[src/rtl/tcp_pkg.sv]
// types and constants of the turbo code puncturer
package tcp_pkg;

  // configuration limits
  localparam int unsigned MAX_INFO_LEN = 8192;
  localparam int unsigned MAX_PERIOD   = 32;
  localparam int unsigned MAX_TAIL_LEN = 64;

  // field widths
  localparam int unsigned CNT_W     = 14;
  localparam int unsigned TAIL_W    = 7;
  localparam int unsigned PER_W     = 6;
  localparam int unsigned POS_W     = 5;
  localparam int unsigned PAT_W     = 32;
  localparam int unsigned SEC_W     = 3;
  localparam int unsigned COMP_W    = 2;
  localparam int unsigned CFG_IDX_W = 3;
  localparam int unsigned CFG_DAT_W = 32;

  // register indexes
  localparam logic [CFG_IDX_W-1:0] REG_BUFFERED = 3'd0;
  localparam logic [CFG_IDX_W-1:0] REG_INFO_LEN = 3'd1;
  localparam logic [CFG_IDX_W-1:0] REG_TAIL_LEN = 3'd2;
  localparam logic [CFG_IDX_W-1:0] REG_PERIOD   = 3'd3;
  localparam logic [CFG_IDX_W-1:0] REG_PAT_SYS  = 3'd4;
  localparam logic [CFG_IDX_W-1:0] REG_PAT_PAR1 = 3'd5;
  localparam logic [CFG_IDX_W-1:0] REG_PAT_PAR2 = 3'd6;

  // section codes; interleaved layout uses data and tail only
  localparam logic [SEC_W-1:0] SEC_SYS       = 3'd0;
  localparam logic [SEC_W-1:0] SEC_SYS_TAIL  = 3'd1;
  localparam logic [SEC_W-1:0] SEC_PAR1      = 3'd2;
  localparam logic [SEC_W-1:0] SEC_PAR1_TAIL = 3'd3;
  localparam logic [SEC_W-1:0] SEC_GAP       = 3'd4;
  localparam logic [SEC_W-1:0] SEC_PAR2      = 3'd5;
  localparam logic [SEC_W-1:0] SEC_PAR2_TAIL = 3'd6;
  localparam logic [SEC_W-1:0] SEC_IL_DATA   = SEC_SYS;
  localparam logic [SEC_W-1:0] SEC_IL_TAIL   = SEC_SYS_TAIL;

  // component codes inside an interleaved triple
  localparam logic [COMP_W-1:0] COMP_SYS  = 2'd0;
  localparam logic [COMP_W-1:0] COMP_PAR1 = 2'd1;
  localparam logic [COMP_W-1:0] COMP_PAR2 = 2'd2;

  // configuration, held already clamped to its legal range
  typedef struct packed {
    logic              buffered;
    logic [CNT_W-1:0]  info_len;
    logic [TAIL_W-1:0] tail_len;
    logic [PER_W-1:0]  period;
    logic [PAT_W-1:0]  pat_sys;
    logic [PAT_W-1:0]  pat_par1;
    logic [PAT_W-1:0]  pat_par2;
  } cfg_t;

  // drop or pass decision for the current beat
  typedef struct packed {
    logic keep;
    logic frame_start;
  } decision_t;

endpackage

[src/rtl/tcp_if.sv]
// valid/ready channels of the turbo code puncturer
interface tcp_in_if;
  logic valid;
  logic ready;
  logic coded_bit;

  modport source (output valid, output coded_bit, input ready);
  modport sink (input valid, input coded_bit, output ready);
endinterface

interface tcp_out_if;
  logic valid;
  logic ready;
  logic kept_bit;
  logic frame_start;

  modport source (output valid, output kept_bit, output frame_start, input ready);
  modport sink (input valid, input kept_bit, input frame_start, output ready);
endinterface

[src/rtl/tcp_cfg.sv]
// configuration registers with range clamping on write
module tcp_cfg (
  input  logic                           clk_i,
  input  logic                           rst_ni,
  input  logic                           cfg_we_i,
  input  logic [tcp_pkg::CFG_IDX_W-1:0]  cfg_idx_i,
  input  logic [tcp_pkg::CFG_DAT_W-1:0]  cfg_wdata_i,
  output tcp_pkg::cfg_t                  cfg_o
);
  import tcp_pkg::*;

  cfg_t              cfg_q, cfg_d;
  logic [CNT_W-1:0]  k_raw;
  logic [TAIL_W-1:0] t_raw;
  logic [PER_W-1:0]  p_raw;

  assign k_raw = cfg_wdata_i[CNT_W-1:0];
  assign t_raw = cfg_wdata_i[TAIL_W-1:0];
  assign p_raw = cfg_wdata_i[PER_W-1:0];

  // write decode, values clamped into range
  always_comb begin
    cfg_d = cfg_q;
    if (cfg_we_i) begin
      unique case (cfg_idx_i)
        REG_BUFFERED: cfg_d.buffered = cfg_wdata_i[0];
        REG_INFO_LEN: begin
          if (k_raw == '0) begin
            cfg_d.info_len = CNT_W'(1);
          end else if (k_raw > CNT_W'(MAX_INFO_LEN)) begin
            cfg_d.info_len = CNT_W'(MAX_INFO_LEN);
          end else begin
            cfg_d.info_len = k_raw;
          end
        end
        REG_TAIL_LEN: begin
          if (t_raw > TAIL_W'(MAX_TAIL_LEN)) begin
            cfg_d.tail_len = TAIL_W'(MAX_TAIL_LEN);
          end else begin
            cfg_d.tail_len = t_raw;
          end
        end
        REG_PERIOD: begin
          if (p_raw == '0) begin
            cfg_d.period = PER_W'(1);
          end else if (p_raw > PER_W'(MAX_PERIOD)) begin
            cfg_d.period = PER_W'(MAX_PERIOD);
          end else begin
            cfg_d.period = p_raw;
          end
        end
        REG_PAT_SYS:  cfg_d.pat_sys  = cfg_wdata_i[PAT_W-1:0];
        REG_PAT_PAR1: cfg_d.pat_par1 = cfg_wdata_i[PAT_W-1:0];
        REG_PAT_PAR2: cfg_d.pat_par2 = cfg_wdata_i[PAT_W-1:0];
        default: cfg_d = cfg_q;
      endcase
    end
  end

  // register bank with default values
  always_ff @(posedge clk_i or negedge rst_ni) begin
    if (!rst_ni) begin
      cfg_q.buffered <= 1'b0;
      cfg_q.info_len <= CNT_W'(40);
      cfg_q.tail_len <= TAIL_W'(12);
      cfg_q.period   <= PER_W'(1);
      cfg_q.pat_sys  <= PAT_W'(1);
      cfg_q.pat_par1 <= PAT_W'(1);
      cfg_q.pat_par2 <= PAT_W'(1);
    end else begin
      cfg_q <= cfg_d;
    end
  end

  assign cfg_o = cfg_q;

endmodule

[src/rtl/tcp_core.sv]
// codeword position tracking and keep decision
module tcp_core (
  input  logic                clk_i,
  input  logic                rst_ni,
  input  tcp_pkg::cfg_t       cfg_i,
  input  logic                fire_i,
  output tcp_pkg::decision_t  dec_o
);
  import tcp_pkg::*;

  // a finished section, then at most two empty ones, before a non-empty data section
  localparam int unsigned NORM_STEPS = 3;

  typedef struct packed {
    logic [SEC_W-1:0]  section;
    logic [CNT_W-1:0]  count;
    logic [POS_W-1:0]  pos;
    logic [COMP_W-1:0] comp;
    logic              has_out;
  } pos_state_t;

  pos_state_t        st_q, st_d, cur, stepped;
  logic [PAT_W-1:0]  pat;
  logic              pat_bit;
  logic              keep;
  logic [POS_W-1:0]  pos_adv;

  // length of one section under the current layout
  function automatic logic [CNT_W-1:0] sec_len(logic [SEC_W-1:0] sec, cfg_t c);
    logic [CNT_W-1:0] len;
    len = '0;
    if (!c.buffered) begin
      if (sec == SEC_IL_DATA) begin
        len = c.info_len;
      end else if (sec == SEC_IL_TAIL) begin
        len = CNT_W'(c.tail_len);
      end
    end else begin
      unique case (sec)
        SEC_SYS, SEC_PAR1, SEC_PAR2: len = c.info_len;
        SEC_SYS_TAIL, SEC_PAR2_TAIL: len = CNT_W'(c.tail_len >> 2);
        SEC_PAR1_TAIL:               len = CNT_W'(c.tail_len >> 1);
        SEC_GAP:  len = CNT_W'(c.tail_len[1:0] - {1'b0, c.tail_len[1]});
        default:  len = '0;
      endcase
    end
    return len;
  endfunction

  // move past finished and empty sections; the first data section is never empty
  function automatic pos_state_t normalize(pos_state_t s, cfg_t c);
    pos_state_t       r;
    logic [SEC_W-1:0] last;
    r    = s;
    last = c.buffered ? SEC_PAR2_TAIL : SEC_IL_TAIL;
    for (int i = 0; i < NORM_STEPS; i++) begin
      if (r.count >= sec_len(r.section, c)) begin
        if (r.section >= last) begin
          r.section = SEC_SYS;
          r.has_out = 1'b0;
        end else begin
          r.section = r.section + SEC_W'(1);
        end
        r.count = '0;
        r.pos   = '0;
        r.comp  = COMP_SYS;
      end
    end
    return r;
  endfunction

  // position as seen under the registers now in force
  assign cur = normalize(st_q, cfg_i);

  // next period position, wrapping at the period length
  assign pos_adv = ({1'b0, cur.pos} + PER_W'(1) >= cfg_i.period) ?
                   '0 : cur.pos + POS_W'(1);

  // pattern for the current component
  always_comb begin
    pat = cfg_i.pat_sys;
    if (!cfg_i.buffered) begin
      unique case (cur.comp)
        COMP_PAR1: pat = cfg_i.pat_par1;
        COMP_PAR2: pat = cfg_i.pat_par2;
        default:   pat = cfg_i.pat_sys;
      endcase
    end else if (cur.section == SEC_PAR1) begin
      pat = cfg_i.pat_par1;
    end else if (cur.section == SEC_PAR2) begin
      pat = cfg_i.pat_par2;
    end
  end

  assign pat_bit = pat[cur.pos];

  // one codeword bit: decide and advance
  always_comb begin
    stepped = cur;
    keep    = 1'b1;
    if (!cfg_i.buffered) begin
      if (cur.section == SEC_IL_DATA) begin
        keep = pat_bit;
        if (cur.comp >= COMP_PAR2) begin
          stepped.comp  = COMP_SYS;
          stepped.count = cur.count + CNT_W'(1);
          stepped.pos   = pos_adv;
        end else begin
          stepped.comp = cur.comp + COMP_W'(1);
        end
      end else begin
        stepped.count = cur.count + CNT_W'(1);
      end
    end else begin
      if (cur.section == SEC_SYS || cur.section == SEC_PAR1 ||
          cur.section == SEC_PAR2) begin
        keep        = pat_bit;
        stepped.pos = pos_adv;
      end else begin
        keep = (cur.section != SEC_GAP);
      end
      stepped.count = cur.count + CNT_W'(1);
    end
    if (keep) begin
      stepped.has_out = 1'b1;
    end
  end

  assign st_d = fire_i ? normalize(stepped, cfg_i) : st_q;

  // position state
  always_ff @(posedge clk_i or negedge rst_ni) begin
    if (!rst_ni) begin
      st_q <= '0;
    end else begin
      st_q <= st_d;
    end
  end

  assign dec_o.keep        = keep;
  assign dec_o.frame_start = !cur.has_out;

endmodule

[src/rtl/tcp_out_stage.sv]
// result register between the decision and the output channel
module tcp_out_stage (
  input  logic                clk_i,
  input  logic                rst_ni,
  input  logic                fire_i,
  input  logic                coded_bit_i,
  input  tcp_pkg::decision_t  dec_i,
  output logic                take_o,
  tcp_out_if.source           out_o
);
  import tcp_pkg::*;

  logic valid_q, valid_d;
  logic bit_q, start_q;

  // room for a new beat when empty or when the held beat leaves now
  assign take_o = !valid_q || out_o.ready;

  always_comb begin
    valid_d = valid_q;
    if (fire_i) begin
      valid_d = dec_i.keep;
    end else if (out_o.ready) begin
      valid_d = 1'b0;
    end
  end

  // beat valid flag
  always_ff @(posedge clk_i or negedge rst_ni) begin
    if (!rst_ni) begin
      valid_q <= 1'b0;
    end else begin
      valid_q <= valid_d;
    end
  end

  // beat payload
  always_ff @(posedge clk_i) begin
    if (fire_i && dec_i.keep) begin
      bit_q   <= coded_bit_i;
      start_q <= dec_i.frame_start;
    end
  end

  assign out_o.valid       = valid_q;
  assign out_o.kept_bit    = bit_q;
  assign out_o.frame_start = start_q;

endmodule

[src/rtl/turbo_code_puncturer.sv]
// turbo code puncturer top level
// a kept bit appears on the output in the cycle after its input beat is taken
// throughput: one input beat per cycle; a dropped bit yields no output beat
// the input stalls only while the result register holds a beat not yet taken
// reset clears the codeword position and result register, registers take defaults
module turbo_code_puncturer (
  input  logic                           clk_i,
  input  logic                           rst_ni,
  input  logic                           cfg_we_i,
  input  logic [tcp_pkg::CFG_IDX_W-1:0]  cfg_idx_i,
  input  logic [tcp_pkg::CFG_DAT_W-1:0]  cfg_wdata_i,
  tcp_in_if.sink                         coded_i,
  tcp_out_if.source                      kept_o
);
  import tcp_pkg::*;

  cfg_t      cfg;
  decision_t dec;
  logic      take;
  logic      fire;

  // input beat handshake
  assign coded_i.ready = take;
  assign fire          = coded_i.valid && take;

  // configuration registers
  tcp_cfg u_cfg (
    .clk_i       (clk_i),
    .rst_ni      (rst_ni),
    .cfg_we_i    (cfg_we_i),
    .cfg_idx_i   (cfg_idx_i),
    .cfg_wdata_i (cfg_wdata_i),
    .cfg_o       (cfg)
  );

  // position tracking and keep decision
  tcp_core u_core (
    .clk_i  (clk_i),
    .rst_ni (rst_ni),
    .cfg_i  (cfg),
    .fire_i (fire),
    .dec_o  (dec)
  );

  // result register
  tcp_out_stage u_out (
    .clk_i       (clk_i),
    .rst_ni      (rst_ni),
    .fire_i      (fire),
    .coded_bit_i (coded_i.coded_bit),
    .dec_i       (dec),
    .take_o      (take),
    .out_o       (kept_o)
  );

endmodule

[src/flat_wrapper.sv]
// flat-port wrapper written by rule: the top's interface ports become plain ports
module turbo_code_puncturer_flat import tcp_pkg::*;
  (clk_i, rst_ni, cfg_we_i, cfg_idx_i, cfg_wdata_i, coded_i_valid, coded_i_coded_bit, coded_i_ready, kept_o_valid, kept_o_kept_bit, kept_o_frame_start, kept_o_ready);
  tcp_in_if coded_i_i ();
  tcp_out_if kept_o_i ();
  input  logic clk_i;
  input  logic rst_ni;
  input  logic cfg_we_i;
  input  logic [tcp_pkg::CFG_IDX_W-1:0] cfg_idx_i;
  input  logic [tcp_pkg::CFG_DAT_W-1:0] cfg_wdata_i;
  input wire logic [$bits(coded_i_i.valid)-1:0] coded_i_valid;
  input wire logic [$bits(coded_i_i.coded_bit)-1:0] coded_i_coded_bit;
  output wire logic [$bits(coded_i_i.ready)-1:0] coded_i_ready;
  output wire logic [$bits(kept_o_i.valid)-1:0] kept_o_valid;
  output wire logic [$bits(kept_o_i.kept_bit)-1:0] kept_o_kept_bit;
  output wire logic [$bits(kept_o_i.frame_start)-1:0] kept_o_frame_start;
  input wire logic [$bits(kept_o_i.ready)-1:0] kept_o_ready;
  assign coded_i_i.valid = coded_i_valid;
  assign coded_i_i.coded_bit = coded_i_coded_bit;
  assign coded_i_ready = coded_i_i.ready;
  assign kept_o_valid = kept_o_i.valid;
  assign kept_o_kept_bit = kept_o_i.kept_bit;
  assign kept_o_frame_start = kept_o_i.frame_start;
  assign kept_o_i.ready = kept_o_ready;
  turbo_code_puncturer u_core (.clk_i(clk_i), .rst_ni(rst_ni), .cfg_we_i(cfg_we_i), .cfg_idx_i(cfg_idx_i), .cfg_wdata_i(cfg_wdata_i), .coded_i(coded_i_i), .kept_o(kept_o_i));
endmodule
[config.mk]
export PLATFORM = sky130hd
export DESIGN_NAME = turbo_code_puncturer_flat
export DESIGN_NICKNAME = d
export VERILOG_FILES = /design/src/rtl/tcp_pkg.sv /design/src/rtl/tcp_if.sv /design/src/rtl/tcp_cfg.sv /design/src/rtl/tcp_core.sv /design/src/rtl/tcp_out_stage.sv /design/src/rtl/turbo_code_puncturer.sv /design/src/flat_wrapper.sv
export SDC_FILE = /design/constraint.sdc
export NUM_CORES = 1
export LEC_CHECK = 0
export BUFFER_PORTS_ARGS = -buffer_cell sky130_fd_sc_hd__buf_2
export CORE_MARGIN = 2
export CORE_UTILIZATION = 65
export DETAILED_ROUTE_END_ITERATION = 8
export GPL_TIMING_DRIVEN = 0
export MAX_ROUTING_LAYER = met4
export PLACE_DENSITY_LB_ADDON = 0.3
export SYNTH_ARGS = -nofsm -noshare
export SYNTH_HDL_FRONTEND = slang
export SYNTH_SLANG_ARGS = --single-unit
[constraint.sdc]
create_clock -name clk_i -period 27.3 [get_ports clk_i]
set_input_delay 4.095 -clock clk_i [delete_from_list [all_inputs] [get_ports clk_i]]
set_output_delay 4.095 -clock clk_i [all_outputs]
set_load 0.02 [all_outputs]
Yosys cells after proc, flatten, opt, wreduce, memory -nomap -nowiden

Cells that the tools add are included.

Register bits: 152
Input port bits: 41
Word-level logic and storage cells: 193

Add/subtract/negate cells: 11
$lt $le $gt $ge: 18
Equality and inequality tests: 45
Multiplexer cells: 68
Reductions and logical operators: 36

Operator list:

| kind                    | count |
|---|---|
| $pmux W14 S4            | 6 |
| $mux W14                | 15 |
| $mux W25                | 6 |
| $mux W32                | 3 |
| $ge A14 B14 Y1          | 6 |
| $pmux W32 S2            | 1 |
| $eq A3 B3 Y1 const B    | 21 |
| $mux W7                 | 8 |
| $eq A3 B2 Y1 const B    | 14 |
| $mux W19                | 2 |
| $eq A3 B1 Y1 const B    | 7 |
| $logic_not A3 Y1        | 7 |
| $mux W3                 | 7 |
| $add A3 B1 Y3 const B   | 6 |
| $ge A3 B3 Y1            | 6 |
| $reduce_or A3 Y1        | 6 |
| $add A14 B1 Y14 const B | 1 |
| $gt A14 B14 Y1 const B  | 1 |
| $logic_not A14 Y1       | 1 |
| $reduce_and A2 Y1       | 7 |
| $mux W1                 | 13 |
| $mux W6                 | 2 |
| $reduce_or A2 Y1        | 6 |
| $mux W5                 | 2 |
| other kinds (19)        | 24 |

Depth between registers and ports, before layout

Depth in word-level cells: 41
Gate-level depth with buffers: 110
Gate-level depth less buffers: 99

By module

From an unflattened synthesis, not the netlist that was laid out.

Cells, all modules: 1690
Area total of the unflattened synthesis: 14390.1 sq um

Modules (own cells, without submodules):

| module               | times used | cells each | area an instance (sq um) | sequential area each (sq um) |
|---|---|---|---|---|
| tcp_core             | 1          | 1363       | 9472.8                   | 625.6 |
| tcp_cfg              | 1          | 320        | 4795.8                   | 3113.0 |
| tcp_out_stage        | 1          | 6          | 115.1                    | 85.1 |
| turbo_code_puncturer | 1          | 1          | 6.3                      | 0.0 |

Worst setup path after synthesis

OpenSTA, ideal clock, no wires.

Kind: register to register
Start point: reg u_core.u_cfg.cfg_q, in the netlist u_core.u_cfg.cfg_o[123]
End point: reg u_core.u_core.st_q[11] in the netlist's numbering
Library setup time: 0.083 ns
Arrival time: 20.352 ns
Required time: 27.217 ns
Path slack: 6.866 ns
Cell stages (with the launch flop): 95
Cells stage by stage: dfrtp_1 -> clkbuf_1 -> inv_1 -> clkbuf_1 -> clkbuf_1 -> clkbuf_1 -> clkbuf_1 -> a21oi_1 -> ha_1 -> nand4_1 -> o221ai_1 -> nand2_1 -> and3_1 -> buf_2 -> a21boi_0 -> inv_1 -> ha_1 -> ha_1 -> [59 not listed] -> inv_1 -> nor4_1 -> a22o_1 -> a211oi_1 -> ha_1 -> a21o_1 -> a21oi_1 -> o221ai_1 -> a21o_1 -> a21oi_1 -> o21ai_0 -> a21o_1 -> a21oi_1 -> o21ai_1 -> or3_1 -> clkbuf_1 -> clkbuf_1 -> o21ai_0

Cells in the longest elaborated chain, start to end: 34
Elaborated cells between the ends (all ways): 98

Ends and longest elaborated chain:

| what                                                                    | line            | text |
|---|---|---|
| start: declaration                                                      | tcp_cfg.sv:12   | `cfg_t cfg_q, cfg_d;` |
| start signal: assignment                                                | tcp_cfg.sv:71   | `cfg_q <= cfg_d;` |
| parallel branches: the longest is 33 deep, another holds $ge A14 B14 Y1 | -               |  |
| $mux W25 (*)                                                            | tcp_core.sv:57  | `if (r.count >= sec_len(r.section, c)) begin` |
| end signal: assignment                                                  | tcp_core.sv:136 | `st_q <= st_d;` |
| end: declaration                                                        | tcp_core.sv:22  | `pos_state_t st_q, st_d, cur, stepped;` |

Mark *: on every way between the ends.
A chain may end at the register's enable or synchronous reset.

Final worst setup path

Start point: reg u_core.u_cfg.cfg_q, in the netlist u_core.u_cfg.cfg_o[123]
End point: reg u_core.u_core.st_q[18] in the netlist's numbering

The elaborated chain is that of the path after synthesis.

==> summary.md <==
| Metric | Value |
|---|---|
| Status | complete, but fails checks |
| Failing checks | max-capacitance violations, max-slew violations |
| DRT Pass-1 Iters | 8 |
| Worst slew pin tran | 1.499 ns |
| WP data required | 27.60 ns |
| Setup Viol. Count Final | 0 |
| Mean Syn Cell Area | 8.446 um2 |
| Die Span X | 153.9 um |
| Vias per Instance | 7.440 |
| Layout Nets | 1,983 |
| Worst-path clk slew | 0.07 ns |
| Slowest Stage Delay on Critical Path | 0.76 ns |
| I/O pins | 45 |
| H-tree levels | 4 |
| Syn Inst Count | 1,729 |
| Yosys reg bits | 152 |
| Final GP Congestion | 1.119 |
| Slowest cell on crit path | nor4_2 |
| Fillers | 1,718 |
| Min cycle time layout | 26.65 ns |
| Number of max-cap violations | 2 |
| Largest net degree at the start of global routing | 78 |
| Fmax | 0.03753 GHz |
| Post-DRT Antenna Nets | 0 |
| Rows | 54 |
| Slew headroom | -0.01169 |
| Clock latency at the later pin of the worst-skew pair | 0.44 ns |
| Worst-path fanout max | 10 |
| Port bufs | 43 |
| Critical path startpoint category | flip-flop |
| Initial antenna violation count | 1 |
| Cells after DPL | 2,053 |
| Fin. Hold Viols | 0 |
| Hold Path Class | flip-flop to flip-flop |
| DRC viols | 0 |
| Sequential area share after synthesis | 0.2618 |
| Top_reg_cell synth | dfrtp_1 |
| Hold Slack | 0.4926 ns |
| CTS Root Cell | clkbuf_16 |
| Avg WL per Cell | 26.73 um |
| DP HPWL | 41,920 um |
| Gr ovfl total | 0 |
| Layout Cells excl Fill | 2,088 |
| Tcrit/Tclk final | 0.9761 |
| Die Ht | 153.9 um |
| First-pass GRT wire length | 85,750 um |
| CTS tree | done |
| Synth Cell Area | 14,600 um2 |
| Via count | 15,540 |
| Total Wirelength | 55,820 um |
| Number of flops mapped to enable cells by yosys | 2 |
| Cell variety after synth | 89 |
| Area delta synth->final | 8.920% |
| Total GRT Usage | 0.4861 |
| Full die area | 23,680 um2 |
| Inserted Clock Buffers | 17 |
| Final setup TNS | 0 ns |
| Proportion of layout cells with a drive suffix above 1 | 0.1433 |
| Pins Over Slew Limit | 1 |
| Starting Density | 0.6650 |
| Critical Path AT | 26.95 ns |
| Max clock buf depth | 2 |
| CTS Sinks | 152 |
| Post-synthesis async set-or-reset flop share | 0.9868 |
| WS Path Type | flip-flop to flip-flop |
| Post-Syn Nets | 1,917 |
| Synthesis Warnings | 0 |
| Final Skew | 0.007478 ns |
| ANT cells | 0 |
| Drt initial violations | 2,160 |
| CP Capture Type | flip-flop |
| Vias in the first global route | 15,160 |
| Core area | 21,960 um2 |
[layout by cell type, fill, tap and decap left out, types with 11 or more instances in the layout]
| cell type | n |
|---|---|
| nand4_1 | 17 |
| nand2b_1 | 35 |
| buf_2 | 52 |
| o21ai_0 | 84 |
| nand2_1 | 198 |
| mux2i_1 | 21 |
| nor3_1 | 26 |
| clkbuf_16 | 17 |
| nor2b_1 | 22 |
| o2111ai_1 | 11 |
| a21oi_1 | 135 |
| dfrtp_1 | 142 |
| a2bb2oi_1 | 22 |
| clkbuf_1 | 85 |
| ha_1 | 147 |
| nand3_1 | 43 |
| mux2_2 | 111 |
| nor2_1 | 97 |
| a22oi_1 | 45 |
| a21o_1 | 27 |
| buf_1 | 14 |
| a221oi_1 | 32 |
| inv_1 | 79 |
| a211oi_1 | 21 |
| a31oi_1 | 11 |
| and3_1 | 16 |
| o211ai_1 | 12 |
| a22o_1 | 43 |
| and2_1 | 17 |
[cells by family after synthesis]
logic type / Yosys count / synth area share
compound gates: 575 / 0.2812
xor+xnor: 9 / 0.005398
fa+ha+maj: 147 / 0.1260
buf+inv: 204 / 0.05415
flops: 152 / 0.2618
mux: 139 / 0.1108
simple gates: 503 / 0.1607
[critical path: cells and delay by family, from the launching register on]
family / cells / cell delay, ns
AO/OA/AOI/OAI: 47 / 10.18
adder cells (fa/ha/maj): 11 / 3.07
buffers and inverters: 23 / 8.72
flip-flops: 1 / 0.39
multiplexers: 1 / 0.39
AND/OR/NAND/NOR: 18 / 3.71
[state kept, by name (all words and copies together), names as in the netlist]
name,flops
u_core.u_core.st_q,25
u_core.u_out.out_o.valid,1
u_core.u_out.out_o.kept_bit,1
u_core.u_cfg.cfg_o,124
u_core.u_out.out_o.frame_start,1
[path summary, 6_finish.rpt]
check	start	to	slack (ns)	depth (start not counted)
max	u_core.u_cfg.cfg_o[123]	u_core.u_core.st_q[18]	0.65	100
min	u_core.u_cfg.cfg_o[96]	u_core.u_cfg.cfg_o[96]	0.49	2
max reg2reg	u_core.u_cfg.cfg_o[123]	u_core.u_core.st_q[18]	0.65	100
min reg2reg	u_core.u_cfg.cfg_o[96]	u_core.u_cfg.cfg_o[96]	0.49	2
max in group asynchronous	rst_ni	u_core.u_cfg.cfg_o[114]	22.79	2
min in group asynchronous	rst_ni	u_core.u_cfg.cfg_o[23]	3.65	1
[synth_stat cells (27+ instances only)]
library cell | number | area share
nand2_1 | 198 | 0.051
ha_1 | 147 | 0.13
dfrtp_1 | 142 | 0.24
a21oi_1 | 135 | 0.046
mux2_2 | 111 | 0.086
nor2_1 | 97 | 0.025
clkbuf_1 | 92 | 0.024
o21ai_0 | 86 | 0.029
inv_1 | 80 | 0.021
a22oi_1 | 45 | 0.023
a22o_1 | 43 | 0.026
nand3_1 | 43 | 0.015
nand2b_1 | 35 | 0.015
a221oi_1 | 32 | 0.019
a21o_1 | 27 | 0.014
[timing repair]
item,in CTS,in global routing
resized for setup,12,17
hold buffers,0,0
pin swaps,0,1
setup buffers,0,4
setup endpoints to repair,25,25
[layer usage]
layer	wire length [um]	share of wire	global-route usage	up-vias
li1	-	-	-	6615
met1	19200	0.34	0.5433	7224
met2	25080	0.45	0.7578	1274
met3	6314	0.11	0.1105	422
met4	5229	0.094	0.3747	0
met5	0	0	-	-
[through the flow]
stage | setup slack (ns) | cell area [um2] | utilization
finish | 0.6523 | 15910 | 0.7243
global route | -0.03258 | 15910 | 0.7243
CTS | 0.1444 | 15840 | 0.7215
detailed placement | -1.592 | 15200 | 0.6923
global placement | -1.142 | 15170 | 0.6908
floorplan | 6.866 | 14600 | -
[layout make-up]
type	count	area [um2]	area share
buffer	118	479.2	0.03013
clock buffer	18	439.2	0.02761
clock inverter	14	157.7	0.009912
inverter	85	327.8	0.02061
multi-input combinational	1373	10050	0.6318
sequential	152	3824	0.2404
tap	280	350.3	0.02203
timing repair buffer	48	279.0	0.01754
Power is left out: the tool's default activity adds up to more than one toggle a clock period on the data nets, which glitch-free logic cannot reach.
